<file path="src/itl_pkg.sv">
`default_nettype none
package itl_pkg;
   localparam int AltW = 32;
   localparam int ValW = 48;
   localparam int NumCols = 5;
   localparam int RatioW = 25;

   localparam logic REQ_LOAD  = 1'b0;
   localparam logic REQ_QUERY = 1'b1;

   localparam logic [2:0] COL_DENSITY     = 3'd0;
   localparam logic [2:0] COL_PRESSURE    = 3'd1;
   localparam logic [2:0] COL_TEMPERATURE = 3'd2;
   localparam logic [2:0] COL_SOUND_SPEED = 3'd3;
   localparam logic [2:0] COL_WIND_SPEED  = 3'd4;

   typedef enum logic [1:0] {
      POS_INTERP = 2'd0,
      POS_FIRST  = 2'd1,
      POS_LAST   = 2'd2
   } pos_type;

   typedef enum logic [3:0] {
      ST_IDLE,
      ST_SRCH_RD,
      ST_SRCH_CMP,
      ST_PRV_RD,
      ST_PRV_WAIT,
      ST_DIV,
      ST_VAL_RD,
      ST_VAL_WAIT,
      ST_MUL,
      ST_DONE
   } state_type;
endpackage
`default_nettype wire

</file>
<file path="src/itl_div.sv">
`default_nettype none
module itl_div
   import itl_pkg::*;
(
   input  wire logic              clock,
   input  wire logic              reset,
   input  wire logic              start,
   input  wire logic [AltW:0]     num,
   input  wire logic [AltW:0]     den,
   output logic                   done,
   output logic [RatioW-1:0]      ratio
);
   // restoring division of num * 2^24 by den, one quotient bit per cycle
   logic [AltW+1:0]   rem_ff, rem_in;
   logic [RatioW-1:0] quo_ff, quo_in;
   logic [AltW:0]     den_ff, den_in;
   logic [4:0]        cnt_ff, cnt_in;
   logic              run_ff, run_in, done_in, done_ff;
   logic [AltW+1:0]   trial;

   always_ff @(posedge clock) begin
      if (reset) begin
         run_ff  <= 1'b0;
         done_ff <= 1'b0;
      end else begin
         run_ff  <= run_in;
         done_ff <= done_in;
      end
      rem_ff <= rem_in;
      quo_ff <= quo_in;
      den_ff <= den_in;
      cnt_ff <= cnt_in;
   end

   always_comb begin
      rem_in  = rem_ff;
      quo_in  = quo_ff;
      den_in  = den_ff;
      cnt_in  = cnt_ff;
      run_in  = run_ff;
      done_in = 1'b0;
      trial   = {rem_ff[AltW:0], 1'b0} - {1'b0, den_ff};
      if (start) begin
         rem_in = {1'b0, num};
         quo_in = '0;
         den_in = den;
         cnt_in = 5'd24;
         run_in = 1'b1;
         // first quotient bit: num >= den gives exactly one
         if (num >= den) begin
            quo_in = RatioW'(1) << 24;
            run_in = 1'b0;
            done_in = 1'b1;
         end
      end else if (run_ff) begin
         if (!trial[AltW+1]) begin
            rem_in = trial;
            quo_in = {quo_ff[RatioW-2:0], 1'b1};
         end else begin
            rem_in = {rem_ff[AltW:0], 1'b0};
            quo_in = {quo_ff[RatioW-2:0], 1'b0};
         end
         cnt_in = cnt_ff - 5'd1;
         if (cnt_ff == 5'd1) begin
            run_in  = 1'b0;
            done_in = 1'b1;
         end
      end
   end

   assign done  = done_ff;
   assign ratio = quo_ff;
endmodule
`default_nettype wire

</file>
<file path="config.mk">
export PLATFORM = sky130hd
export DESIGN_NAME = itl_div
export DESIGN_NICKNAME = d
export VERILOG_FILES = /design/src/itl_pkg.sv /design/src/itl_div.sv
export SDC_FILE = /design/constraint.sdc
export NUM_CORES = 1
export LEC_CHECK = 0
export BUFFER_PORTS_ARGS = -buffer_cell sky130_fd_sc_hd__clkbuf_2
export CAP_MARGIN = 20
export CORE_ASPECT_RATIO = 1.5
export CORE_UTILIZATION = 55
export CTS_CLUSTER_SIZE = 24
export DETAILED_ROUTE_END_ITERATION = 10
export PLACE_DENSITY = 0.77
export REMOVE_ABC_BUFFERS = 1
export SETUP_SLACK_MARGIN = 0.02
export SLEW_MARGIN = 30
export SYNTH_ARGS = -nofsm -noshare
export SYNTH_HDL_FRONTEND = slang
export SYNTH_SLANG_ARGS = --single-unit
</file>
<file path="constraint.sdc">
create_clock -name clock -period 3.8 [get_ports clock]
set_input_delay 0.19 -clock clock [delete_from_list [all_inputs] [get_ports clock]]
set_output_delay 0.19 -clock clock [all_outputs]
set_load 0.02 [all_outputs]
</file>
==> flow_metrics.tcl, run 1 <==
set metrics [dict create \
    cts_tree "yes" \
    start_kind "flop" \
    vias 5483 \
    cp-end-kind "flop" \
    hold_viol_final 0 \
    yosysMostFrequentCell "edfxtp_1" \
    clockBufferDepth 2 \
    drtAntennaViolNets 0 \
    syn2layout_area_growth_pct 13.7 \
    maxCapViolCount 0 \
    grt.total_usage_pct 26.6 \
    ys.flop_type "edfxtp_1" \
    clk_pin_slew_ns 0.08 \
    synth_seq_cells 98 \
    start_util_pct 56.5 \
    die_area_um2 12700 \
    hp-class "in -> reg" \
    via_per_inst 5.79 \
    fin_tns_setup_ns 0 \
    ctsResizeCount 0 \
    die_w_um 92.5 \
    routabilityCongestion 0.941 \
    drt_iter0_markers 246 \
    crit_family "simple AND/OR/NAND/NOR gates" \
    syn_avg_cell_area_um2 9.66 \
    portBuffers 94 \
    yosys-top-cells-count "edfxtp_1, inv_1, ha_1" \
    final_area_um2 7680 \
    root_buffer "clkbuf_16" \
    crit_fanout 11 \
    nNetsFinal 926 \
    crit_chain "ha_1 -> nand2_2 -> or3_1 -> a211oi_2 -> nor2_2 -> nor4_4 -> o21a_2 -> nor2_4 -> buf_4 -> and4_1 -> or3_1" \
    yosys.area.top_type "edfxtp_1" \
    cp_slowest_cell "ha_1" \
    cts_buffers 9 \
    fp.dieH_um 138 \
    fillers 1025 \
    drv_slew 0 \
    htree_levels 3 \
    synth_cells 699 \
    synthTopCellsByArea "edfxtp_1, ha_1, inv_1, a21o_1, a21oi_1" \
    synth.cell_area_um2 6750 \
    cts_setup_buffers 0 \
    grt_pass1_vias 5655 \
    coreArea_um2 12000 \
    synth_enable_flop_cells 91 \
    dpl_cell_area_um2 7380 \
    finalWorstSetupSlack_ns 0.348 \
    irDropWorstVdd_uv 280 \
    leakage_nw 3.58 \
    io-pin-count 95 \
    drc 0 \
    clk_latency_ns 0.36 \
    dp_slack_ns 0.378 \
    antenna_found_initial 0 \
    max_freq_mhz 290 \
    worst_pin_slew_ns 0.957 \
    power_mw 4.55 \
    final_util_pct 64.2 \
    grt-ovfl-total 0 \
    hpwl_um 12600 \
    critical_path_class "reg -> reg" \
    ys_warn_count 0 \
    grt_setup_unrepaired "no" \
    detail_route.wl_per_cell_um 17.2 \
    layout-drive-gt1-share_pct 17.1 \
    period_needed_ns 3.45 \
    wirelength_um 16300 \
    synth.distinct_cells 63 \
    fin_crit_sh_pct 90.9 \
    async_reset_ff_share_pct 0 \
    max_stage_delay_ns 0.48 \
    rows 49 \
    yosysTopAreaCellShare_pct 40.5 \
    cp_common_cell "or3_1" \
    dr.pass1.iters 5 \
    fin_worst_skew_ns 0.0131 \
    diodes 0 \
    crit_arrival_ns 3.55 \
    grt_max_degree 70 \
    setup_violations 0 \
    numClockSinks 98 \
    postCtsHoldBufs 1 \
    crit_buf_inv 1 \
    cellPowerDensity_nw_per_um2 592 \
    grt_pass1_wl_um 26300 \
    status "completed" \
    ys_seq_area_share_pct 42.5 \
    maxSlewHeadroom_pct 36.2 \
    worst_ep_required_time_ns 3.89 \
]
[sequential cells by signal (all words and copies together) (netlist names)]
signal / count
run_ff: 1
den_ff: 33
cnt_ff: 5
ratio: 25
done: 1
rem_ff: 33
[path summary, 6_finish.rpt]
path	startpoint	endpoint	slack (ns)	cells after the start
worst min register to register	cnt_ff[4]$_SDFFE_PP1P_	cnt_ff[4]$_SDFFE_PP1P_	0.52	2
worst max-delay path	rem_ff[13]$_DFFE_PP_	rem_ff[32]$_DFFE_PP_	0.35	11
worst min-delay path	den[26]	den_ff[26]$_DFFE_PP_	0.02	1
worst max register to register	rem_ff[13]$_DFFE_PP_	rem_ff[32]$_DFFE_PP_	0.35	11
[per-layer routing]
metal	vias up	track usage, %	share of wire, %
met1	2535	28.5	38
li1	2716	-	-
met2	181	50.7	54
met3	51	3.86	3.8
met4	0	12.3	3.9
met5	-	0	0
[power by group]
group | switching (mW) | internal [mW]
Combinational | 1.24 | 0.873
Clock | 0.448 | 0.457
Sequential | 0.106 | 1.42
[worst register-to-register path, delay by kind of cell (launching register included)]
family                   cells  cell delay (ns)
adder cells (fa/ha/maj)      1             0.48
AND/OR/NAND/NOR              7             1.60
flip-flops                   1             0.41
AO/OA/AOI/OAI                2             0.50
buffers and inverters        1             0.20
[cell families (layout without fill, tap and decap cells)]
logic type	Yosys count	after routing	synth area share, %
AOI/OAI and AO/OA	187	187	17.4
xor gates and xnor gates	28	28	3.63
adders and majority gates	68	68	12.7
buffers and inverters	102	197	5.89
DFF	98	98	42.5
muxes	19	19	2.85
and+or+nand+nor	197	197	15.0
[area by class of cell]
| cell class | instances | area (um^2) | share of cell area, % |
|---|---|---|---|
| multi-input combinational | 499 | 3480 | 45.4 |
| sequential | 98 | 2870 | 37.4 |
| timing repair buffer | 105 | 558 | 7.27 |
| inverter | 76 | 285 | 3.72 |
| clock buffer | 9 | 225 | 2.93 |
| tap | 153 | 191 | 2.49 |
| clock inverter | 7 | 60.1 | 0.782 |
[stage by stage]
| stage | hold slack [ns] | std cells |
|---|---|---|
| 4_1_cts | 0.0191 | 947 |
| 6_report | 0.0223 | 947 |
| 3_3_place_gp | 0.363 | 930 |
| 2_1_floorplan | 0.259 | 673 |
| 3_5_place_dp | 0.370 | 930 |
| 5_1_grt | 0.0151 | 947 |
[cell usage in the layout, fill, tap and decap left out, types with 17 or more instances in the layout]
master,instances
edfxtp_1,91
nor2_1,39
o21ai_0,36
nor2b_1,29
clkbuf_2,93
xnor2_1,19
nand2_1,62
inv_1,75
mux2i_1,17
a21oi_1,49
ha_1,67
a21o_1,33
Power figures use the tool's default switching activity.
==> run 2, diff against run 1 <==
==> constraint.sdc (replaced) <==
create_clock -name clock -period 3.8 [get_ports clock]
set_input_delay 1.14 -clock clock [delete_from_list [all_inputs] [get_ports clock]]
set_output_delay 1.14 -clock clock [all_outputs]
set_load 0.02 [all_outputs]
==> run 2 against run 1 <==
Total power is 2.0% higher. Worst hold slack improved by 0.49 ns. Via count shrank 0.49%. Fmax shrank 0.90%. Critical path depth unchanged. Sequential share of layout area decreased by 0.19 points. Core utilization up 0.33 points. Combinational power barely moved. Critical path type unchanged. Critical endpoint unchanged. Largest cell class unchanged.
==> flow_metrics.tcl, run 2 (synthesis gave the netlist of run 1 again) <==
set metrics [dict create \
    hp-start "cnt_ff[1]$_SDFFE_PP0P_" \
    die_area_um2 12700 \
    start_kind "flop" \
    fin_crit_sh_pct 91.7 \
    crit_fanout 11 \
    hpwl_um 12600 \
    grt_pass1_wl_um 25600 \
    crit_family "compound AO/OA/AOI/OAI gates" \
    cellPowerDensity_nw_per_um2 601 \
    diodes 0 \
    cts_setup_buffers 0 \
    crit_chain "ha_1 -> a21oi_2 -> o21ai_1 -> a211oi_1 -> o22ai_1 -> a31o_2 -> nor3_2 -> nor2_4 -> buf_4 -> and4_1 -> or3_1" \
    crit_arrival_ns 3.59 \
    final_cell_mix "clkbuf_2, edfxtp_1, inv_1, ha_1, nand2_1" \
    multi_input_area_um2 3480 \
    maxCapViolCount 0 \
    rrSetupSlack_ns 0.32 \
    syn2layout_area_growth_pct 14.2 \
    coreArea_um2 12000 \
    grt_pass1_vias 5530 \
    final_common_cell "clkbuf_2" \
    max_stage_delay_ns 0.44 \
    holdPathStages 2 \
    hold_viol_final 0 \
    setup_violations 0 \
    fin_worst_skew_ns 0.0120 \
    dr.pass1.iters 4 \
    clk_pin_slew_ns 0.08 \
    grt-ovfl-total 0 \
    crit_buf_inv 1 \
    holdPathEnd "cnt_ff[1]$_SDFFE_PP0P_" \
    clk_latency_ns 0.35 \
    layout-drive-gt1-share_pct 17.3 \
    final_util_pct 64.5 \
    root_buffer "clkbuf_16" \
    status "completed" \
    fp.dieH_um 138 \
    drtAntennaViolNets 0 \
    grt.total_usage_pct 26.0 \
    worst_ep_required_time_ns 3.90 \
    cp_slowest_cell "ha_1" \
    seq_area_um2 2870 \
    ctsResizeCount 0 \
    maxSlewHeadroom_pct 54.4 \
    worst_pin_slew_ns 0.683 \
    start_util_pct 56.5 \
    fin_tns_setup_ns 0 \
    max_freq_mhz 287 \
    rr_worst_depth 11 \
    drc 0 \
    vias 5456 \
    routabilityCongestion 0.948 \
    critical_path_class "reg -> reg" \
    clockBufferDepth 2 \
    antenna_found_initial 0 \
    drv_slew 0 \
    portBuffers 94 \
    postCtsHoldBufs 0 \
    cts_buffers 9 \
    r2r_start "rem_ff[13]$_DFFE_PP_" \
    wirelength_um 16300 \
    leakage_nw 3.60 \
    io-pin-count 95 \
    detail_route.wl_per_cell_um 17.3 \
    cp-end-kind "flop" \
    grt_setup_unrepaired "no" \
    hp-class "reg -> reg" \
    irDropWorstVdd_uv 324 \
    numClockSinks 98 \
    period_needed_ns 3.48 \
    grt_max_degree 68 \
    via_per_inst 5.77 \
    nNetsFinal 925 \
    drt_iter0_markers 207 \
    fillers 1013 \
    reg2reg_to "rem_ff[32]$_DFFE_PP_" \
    htree_levels 3 \
    rows 49 \
    cts_tree "yes" \
    die_w_um 92.5 \
]
## run 2: stage by stage
stage	total power, mW	setup slack (ns)	hold slack, ns	instances	instance area, um^2
after global routing	4.91	0.161	0.543	946	7720
after CTS	4.63	0.348	0.512	946	7720
final	4.64	0.316	0.509	946	7720
after floorplan	3.04	0.554	0.466	673	6640
after global placement	3.59	0.459	0.479	930	7390
after detailed placement	3.64	0.356	0.503	930	7390
## run 2: final cells by class
cell class	count	area share, %
timing repair buffer	104	7.26
clock buffer	9	2.92
multi-input combinational	499	45.1
sequential	98	37.2
clock inverter	7	1.26
tap	153	2.48
inverter	76	3.70
## run 2: worst max-delay path by stage
stage                               from                    to  slack (ns)  cells past startpoint
floorplan           rem_ff[13]$_DFFE_PP_  rem_ff[29]$_DFFE_PP_        0.55                     10
global placement    rem_ff[13]$_DFFE_PP_  rem_ff[32]$_DFFE_PP_        0.46                     11
detailed placement  rem_ff[13]$_DFFE_PP_  rem_ff[32]$_DFFE_PP_        0.36                     11
CTS                 rem_ff[13]$_DFFE_PP_  rem_ff[32]$_DFFE_PP_        0.35                     11
global route        rem_ff[13]$_DFFE_PP_  rem_ff[32]$_DFFE_PP_        0.16                     11
finish              rem_ff[13]$_DFFE_PP_  rem_ff[32]$_DFFE_PP_        0.32                     11
## run 2: power by group
group	internal (mW)	switching, mW	leakage, nW
sequential	1.42	0.105	0.979
combinational	0.872	1.26	2.46
clock	0.531	0.455	0.157
## run 2: worst min-delay path, delay by kind of cell (launching register included)
| family | cells | cell delay, ns |
|---|---|---|
| flops | 1 | 0.33 |
| simple gates | 1 | 0.09 |
| compound gates | 1 | 0.05 |
## run 2: metal layers
layer  GRT usage, %  share of wire (%)
met1           27.2                 39
met2           50.4                 54
met3           3.04                3.1
met4           12.8                3.8
met5              0                  0
